`config.mk`:
```
export PLATFORM = sky130hd
export DESIGN_NAME = bll_front
export DESIGN_NICKNAME = d
export VERILOG_FILES = /design/src/rtl/bll_pkg.sv /design/src/rtl/bll_front.sv
export SDC_FILE = /design/constraint.sdc
export NUM_CORES = 1
export LEC_CHECK = 0
export ABC_AREA = 0
export BUFFER_PORTS_ARGS = -buffer_cell sky130_fd_sc_hd__buf_2
export CORE_UTILIZATION = 43
export DETAILED_ROUTE_END_ITERATION = 8
export PLACE_DENSITY_LB_ADDON = 0.05
export SETUP_SLACK_MARGIN = 0.5
export SLEW_MARGIN = 20
export SYNTH_ARGS = -nofsm -noshare
export SYNTH_HDL_FRONTEND = slang
export SYNTH_SLANG_ARGS = --single-unit
```
`constraint.sdc`:
```
create_clock -name clk -period 2.32 [get_ports clk]
set_input_delay 0.348 -clock clk [delete_from_list [all_inputs] [get_ports clk]]
set_output_delay 0.348 -clock clk [all_outputs]
set_load 0.02 [all_outputs]
```
`src/rtl/bll_pkg.sv`:
```
// Shared types and constants for the binary-lifting lowest-common-ancestor block.
// Used by bll_front, bll_back and binary_lifting_lca; depends on nothing else.
`timescale 1ns / 1ps

package bll_pkg;

  localparam int unsigned NODE_W          = 10;
  localparam int unsigned CLOCK_W         = 12;
  localparam int unsigned OP_W            = 2;
  localparam int unsigned IN_DATA_W       = 24;
  localparam int unsigned OUT_DATA_W      = 16;
  localparam int unsigned MAX_NODES_DEF   = 1024;
  localparam int unsigned LIFT_LEVELS_DEF = 11;
  localparam int unsigned QUEUE_DEPTH     = 4;
  localparam int unsigned QPTR_W          = $clog2(QUEUE_DEPTH);

  typedef enum logic [OP_W-1:0] {
    OP_ENTER = 2'd0,
    OP_EXIT  = 2'd1,
    OP_QUERY = 2'd2
  } bll_op_t;

  // One classified request as it waits between the front and the back.
  typedef struct packed {
    bll_op_t             op;
    logic [NODE_W-1:0]   node;
    logic [NODE_W-1:0]   other;
    logic [CLOCK_W-1:0]  stamp;
  } bll_cmd_t;

  typedef enum logic [1:0] {
    ST_IDLE,
    ST_FILL,
    ST_TEST,
    ST_LIFT
  } bll_state_t;

endpackage

```
`src/rtl/bll_front.sv`:
```
// Front end: accepts requests, reduces node numbers, stamps tour events and queues them.
// Depends on bll_pkg.
`timescale 1ns / 1ps

module bll_front #(
  parameter int unsigned MAX_NODES = bll_pkg::MAX_NODES_DEF
) (
  input  logic                                 clk,
  input  logic                                 rst_n,
  input  logic                                 in_valid,
  output logic                                 in_ready,
  input  logic [bll_pkg::OP_W-1:0]             in_op,
  input  logic [bll_pkg::NODE_W-1:0]           in_node,
  input  logic [bll_pkg::NODE_W-1:0]           in_other,
  output logic                                 cmd_valid,
  output bll_pkg::bll_cmd_t                    cmd,
  input  logic                                 cmd_pop
);
  import bll_pkg::*;

  localparam int unsigned NODE_SPAN = 1 << NODE_W;

  bll_cmd_t              q_r [QUEUE_DEPTH];
  logic [QPTR_W-1:0]     wr_ptr_r, wr_ptr_nxt;
  logic [QPTR_W-1:0]     rd_ptr_r, rd_ptr_nxt;
  logic [QPTR_W:0]       count_r, count_nxt;
  logic [CLOCK_W-1:0]    clock_r, clock_nxt;
  logic                  accept;
  logic                  push;
  logic                  stamped;
  bll_cmd_t              new_cmd;

  // Reduce a node number modulo MAX_NODES by conditional subtraction of
  // shifted multiples; only multiples that fit in the field take part.
  function automatic logic [NODE_W-1:0] reduce_node(input logic [NODE_W-1:0] x);
    logic [NODE_W-1:0] r;
    r = x;
    for (int k = NODE_W - 1; k >= 0; k--) begin
      if ((MAX_NODES << k) < NODE_SPAN) begin
        if (32'(r) >= (MAX_NODES << k)) begin
          r = r - NODE_W'(MAX_NODES << k);
        end
      end
    end
    return r;
  endfunction

  assign in_ready  = (count_r != (QPTR_W + 1)'(QUEUE_DEPTH));
  assign accept    = in_valid && in_ready;
  assign cmd_valid = (count_r != '0);
  assign cmd       = q_r[rd_ptr_r];

  always_comb begin
    new_cmd.node  = reduce_node(in_node);
    new_cmd.other = reduce_node(in_other);
    new_cmd.stamp = clock_r + 1'b1;
    new_cmd.op    = OP_QUERY;
    push          = 1'b0;
    stamped       = 1'b0;
    case (in_op)
      OP_ENTER: begin
        new_cmd.op = OP_ENTER;
        push       = accept;
        stamped    = accept;
      end
      OP_EXIT: begin
        new_cmd.op = OP_EXIT;
        push       = accept;
        stamped    = accept;
      end
      OP_QUERY: begin
        new_cmd.op = OP_QUERY;
        push       = accept;
      end
      default: begin
        // The unused operation code is taken and dropped.
        push = 1'b0;
      end
    endcase
  end

  always_comb begin
    wr_ptr_nxt = push ? wr_ptr_r + 1'b1 : wr_ptr_r;
    rd_ptr_nxt = cmd_pop ? rd_ptr_r + 1'b1 : rd_ptr_r;
    count_nxt  = count_r + (QPTR_W + 1)'(push) - (QPTR_W + 1)'(cmd_pop);
    clock_nxt  = stamped ? new_cmd.stamp : clock_r;
  end

  always_ff @(posedge clk) begin
    if (!rst_n) begin
      wr_ptr_r <= '0;
      rd_ptr_r <= '0;
      count_r  <= '0;
      clock_r  <= '0;
    end else begin
      wr_ptr_r <= wr_ptr_nxt;
      rd_ptr_r <= rd_ptr_nxt;
      count_r  <= count_nxt;
      clock_r  <= clock_nxt;
    end
  end

  always_ff @(posedge clk) begin
    if (push) begin
      q_r[wr_ptr_r] <= new_cmd;
    end
  end

endmodule

```
# Yosys cells after proc, flatten, opt, wreduce, memory -nomap -nowiden
# Memory sizes are Yosys's and may differ from the RTL's. A register that Yosys moved wholly into a read port is not among the register bits.
# Index checks and enable logic that the tools add are counted.
dict set report classes {
  n_addsub 5
  eq_ne 3
  n_mux 7
  reduce_logical 5
}
# operator count
set ops {}
lappend ops {{adder 12 x 1 -> 12 bit (second input constant)} 1}
lappend ops {{adder 2 x 1 -> 2 bit (second input constant)} 2}
lappend ops {{2-to-1 mux 1 bit} 4}
lappend ops {{2-to-1 mux 2 bit} 2}
lappend ops {{case mux 2 bit (2 select lines)} 1}
lappend ops {{adder 3 x 1 -> 3 bit} 1}
lappend ops {{!= test 3 bit (second input constant)} 1}
lappend ops {{nonzero test 3 bit} 1}
lappend ops {{OR reduction 3 bit} 1}
lappend ops {{subtractor 3 x 1 -> 3 bit} 1}
lappend ops {{== test 2 x 1 -> 1 bit (second input constant)} 1}
lappend ops {{== test 2 bit (second input constant)} 1}
lappend ops {{logical NOT 2 bit} 1}
lappend ops {{OR reduction 2 bit} 1}
lappend ops {{logical AND 1 bit} 1}
dict set report totals {
  ff_bits 19
  ram_bits 136
  inputBits 26
  output_inout_bits 36
  word_cells 25
  mem_count 1
}
# name words word_bits read_ports rd_ports_with_merged_regs write_ports line_no
set mem_list {}
lappend mem_list {q_r 4 34 1 1 1 bll_front.sv:23} ;# bll_cmd_t q_r [QUEUE_DEPTH];

# Depth between registers and ports, before layout
dict set report logic_depth {
  ltp_word 5
  ltp_mapped 11
  depth_no_buf 10
}

# Least setup slack after synthesis
# OpenSTA, ideal clock, no wires.
dict set report synth_path {
  path_kind {register -> register}
  start {register count_r[2]}
  end {register count_r[2]}
  arrival_time_ns 2.190
  required_ns 2.205
  path_slack_ns 0.015
  path_stages_with_launch 12
  n_path_buf 1
  period_less_slack_ns 2.305
  cell_sequence {dfxtp_1 -> nor3b_2 -> and3b_1 -> clkbuf_1 -> inv_1 -> ha_1 -> inv_1 -> ha_1 -> fa_1 -> xnor2_1 -> xnor2_1 -> and2_1}
}
dict set report synth_via {
  elab_chain_len 5
}
# element line_no
set synth_lines {}
lappend synth_lines {{start, declared} bll_front.sv:26} ;# logic [QPTR_W:0] count_r, count_nxt;
lappend synth_lines {{start signal, assigned} bll_front.sv:98} ;# count_r <= count_nxt;
lappend synth_lines {{!= test 3 bit} bll_front.sv:48} ;# assign in_ready = (count_r != (QPTR_W + 1)'(QUEUE_DEPTH));
lappend synth_lines {{logical AND 1 bit} bll_front.sv:49} ;# assign accept = in_valid && in_ready;
lappend synth_lines {{2-to-1 mux 1 bit} bll_front.sv:60} ;# case (in_op)
lappend synth_lines {{adder 3 x 1 -> 3 bit (*)} bll_front.sv:85} ;# count_nxt = count_r + (QPTR_W + 1)'(push) - (QPTR_W + 1)'(cmd_pop);
lappend synth_lines {{subtractor 3 x 1 -> 3 bit (*)} bll_front.sv:85}
# Every way passes the cells marked *; elsewhere a longest branch is shown, timed or not.
# A chain may end at the register's enable or synchronous reset.

==> impl_metrics.toml <==
[setup_path]
path_class = "reg -> out"
critPathLaunchType = "register"
cp.required_ns = 1.97
rr_worst_depth = 10
crit_fanout = 10
cp.arrival_ns = 1.73
end_kind = "output port"

[synthesis]
netlist_area_sq_um = 6090
syn_avg_cell_area_sq_um = 19.3
ys_seq_elements = 157
yosys_warnings = 0
syn-num-nets = 350
netlist-cell-type-count = 33
syn_inst = 316
seq_area_frac_synth_pct = 73.9

[timing]
finalSetupTns_ns = 0
slew_headroom_pct = 67.3
finalMaxSlewViolations = 0
rsz0062_at_grt = "true"
max_freq_mhz = 481
finalSetupViolCount = 0
whs_ns = 0.147
worst_pin_slew_ns = 0.487
hold_viol = 0
finalCriticalPeriod_ns = 2.08
fin_crit_sh_pct = 89.6
worst_slack_ns = 0.242
finalClockSkew_ns = 0.00626

[drt]
post-route-drc-count = 0
wirelength_um = 11500
dr_wl_met3_um = 384
route.met2.wl_um = 5540
via_count = 3019
ant_nets = 0
drt-initial-drc-count = 227
viasPerCell = 5.10
drt-met1-wl_um = 5400
post_drt_wl_per_cell_um = 19.4
drtPass1Iterations = 4
top_layer = "met4"

[clocking]
clock-sinks = 157
hold_buffers = 0
clkLatencyLatePin_ns = 0.41
cts_max_path_buffers = 2
root_buffer = "clkbuf_16"
numCtsBuffers = 17
clk_pin_slew_ns = 0.06
cts_tree = "yes"
cts_max_level = 4

[floorplan]
die_area_sq_um = 14700
ioPinCount = 62
die_h_um = 121
fp-row-count = 43
core_sq_um = 13800
start_util_pct = 44.1
die_w_um = 121

[pwr]
vdd_drop_max_mv = 0.500
p_leak_uw = 0.00263
power_density_nw_per_um2 = 987

[place]
place.gp.congestion = 0.697
place_hpwl_um = 6260
placed_cell_area_sq_um = 6640
pre_cts_ws_ns = 0.0393
io_buffers = 61

[global_routing]
grt_pass1_wl_um = 16800
grt.total_usage_pct = 16.0
grt_pass1_vias = 3107
grt_max_degree = 35
grt_antenna_before_repair = 0
gr-total-overflow = 0

[finish]
final_common_cell = "edfxtp_1"
postLayoutCoreUtil_pct = 54.6
fin_area_sq_um = 7550
final_layout_size_suffix_gt1_share_pct = 39.1
antennaDiodeCount = 0
area_growth_pct = 23.8
layout_common_cells = "edfxtp_1 (136), buf_2 (47), mux4_2 (34), clkbuf_16 (19), dfxtp_1 (16)"
num-nets-final = 433

[min_path]
hp-class = "in -> reg"
min_path_cells = 1

[run_status]
status = "finished clean"

[flow_run]
maxCapViolCount = 0
[layer usage]
layer / up-vias / track usage [%]
met4: 0 / 6.71
met3: 15 / 4.23
li1: 1405 / -
met2: 53 / 24.9
met1: 1546 / 21.3
met5: - / 0
[area by class of cell]
cell class | count | area (sq um)
Sequential cell | 157 | 4520
Multi-Input combinational cell | 140 | 1580
Timing Repair Buffer | 74 | 563
Clock inverter | 13 | 196
Clock buffer | 19 | 433
Fill cell | 1094 | 6280
Inverter | 9 | 33.8
Tap cell | 180 | 225
[synth_stat cells]
master | count | area [sq um]
dfxtp_1 | 21 | 420
nand3_2 | 1 | 10.0
and3b_1 | 1 | 8.76
inv_1 | 9 | 33.8
nor3b_1 | 1 | 7.51
nor3_1 | 2 | 10.0
or3_1 | 1 | 6.26
and2_1 | 17 | 106
nand2b_1 | 4 | 25.0
or4_1 | 2 | 15.0
or2_2 | 1 | 6.26
nor3b_2 | 1 | 12.5
a21boi_1 | 1 | 7.51
o31ai_1 | 2 | 15.0
nand4_1 | 2 | 12.5
edfxtp_1 | 136 | 4080
nor2b_1 | 2 | 12.5
mux4_2 | 34 | 766
and3_2 | 1 | 7.51
clkbuf_2 | 1 | 5.00
fa_1 | 1 | 20.0
or2_1 | 1 | 6.26
nand2_1 | 12 | 45.0
nor2_1 | 6 | 22.5
xor2_1 | 9 | 78.8
mux2i_1 | 4 | 40.0
clkbuf_1 | 9 | 33.8
a21boi_0 | 2 | 15.0
nand3_1 | 7 | 35.0
xnor2_1 | 12 | 105
ha_1 | 7 | 87.6
nor4_1 | 2 | 12.5
buf_2 | 4 | 20.0
[worst max-delay path: stages (launching register included)]
cell	delay, ns
dfxtp_4	0.43
buf_12	0.17
mux4_2	0.53
buf_2	0.18
[metrics by stage]
step | power, uW | std cells
final | 7450 | 592
after CTS | 7380 | 584
after floorplan | 4050 | 316
after detailed placement | 4380 | 547
after global routing | 7740 | 592
after global placement | 4360 | 547
[logic make-up (layout without fill, tap and decap cells)]
kind of cell | after synthesis | in the layout | synth area share [%]
AOI/OAI and AO/OA | 5 | 5 | 0.616
xor gates and xnor gates | 21 | 21 | 3.02
adders and majority gates | 8 | 8 | 1.77
buffers and inverters | 23 | 115 | 1.52
DFF | 157 | 157 | 73.9
muxes | 38 | 38 | 13.2
and+or+nand+nor | 64 | 68 | 5.93
[registers in the layout, indices dropped and copies added, names as in the netlist, named ones only]
name and count:
rd_ptr_r 2, q_r 136, wr_ptr_r 2, count_r 3
clock_r 12
[final timing paths]
| check | slack, ns | end | startpoint |
|---|---|---|---|
| worst max-delay path | 0.24 | cmd[32] | register |
| worst min-delay path | 0.15 | q_r[2][20] | in_other[8] |
| worst max register to register | 0.27 | count_r[2] | count_r[2] |
| worst min register to register | 0.49 | clock_r[9] | clock_r[9] |
[power breakdown]
group	internal [uW]	switching, uW	leakage, uW	total [uW]
sequential	3290	69.4	0.00142	3360
clock	1900	1040	0.000300	2940
combinational	534	616	0.000908	1150
[timing repair]
action                     in CTS  in global routing
setup buffers                   5                  2
gates resized for setup        13                 37
pin swaps                       1                  3
setup endpoints to repair     172                172
gates cloned                    0                  6
No activity file was read; power rests on OpenSTA's default activity.
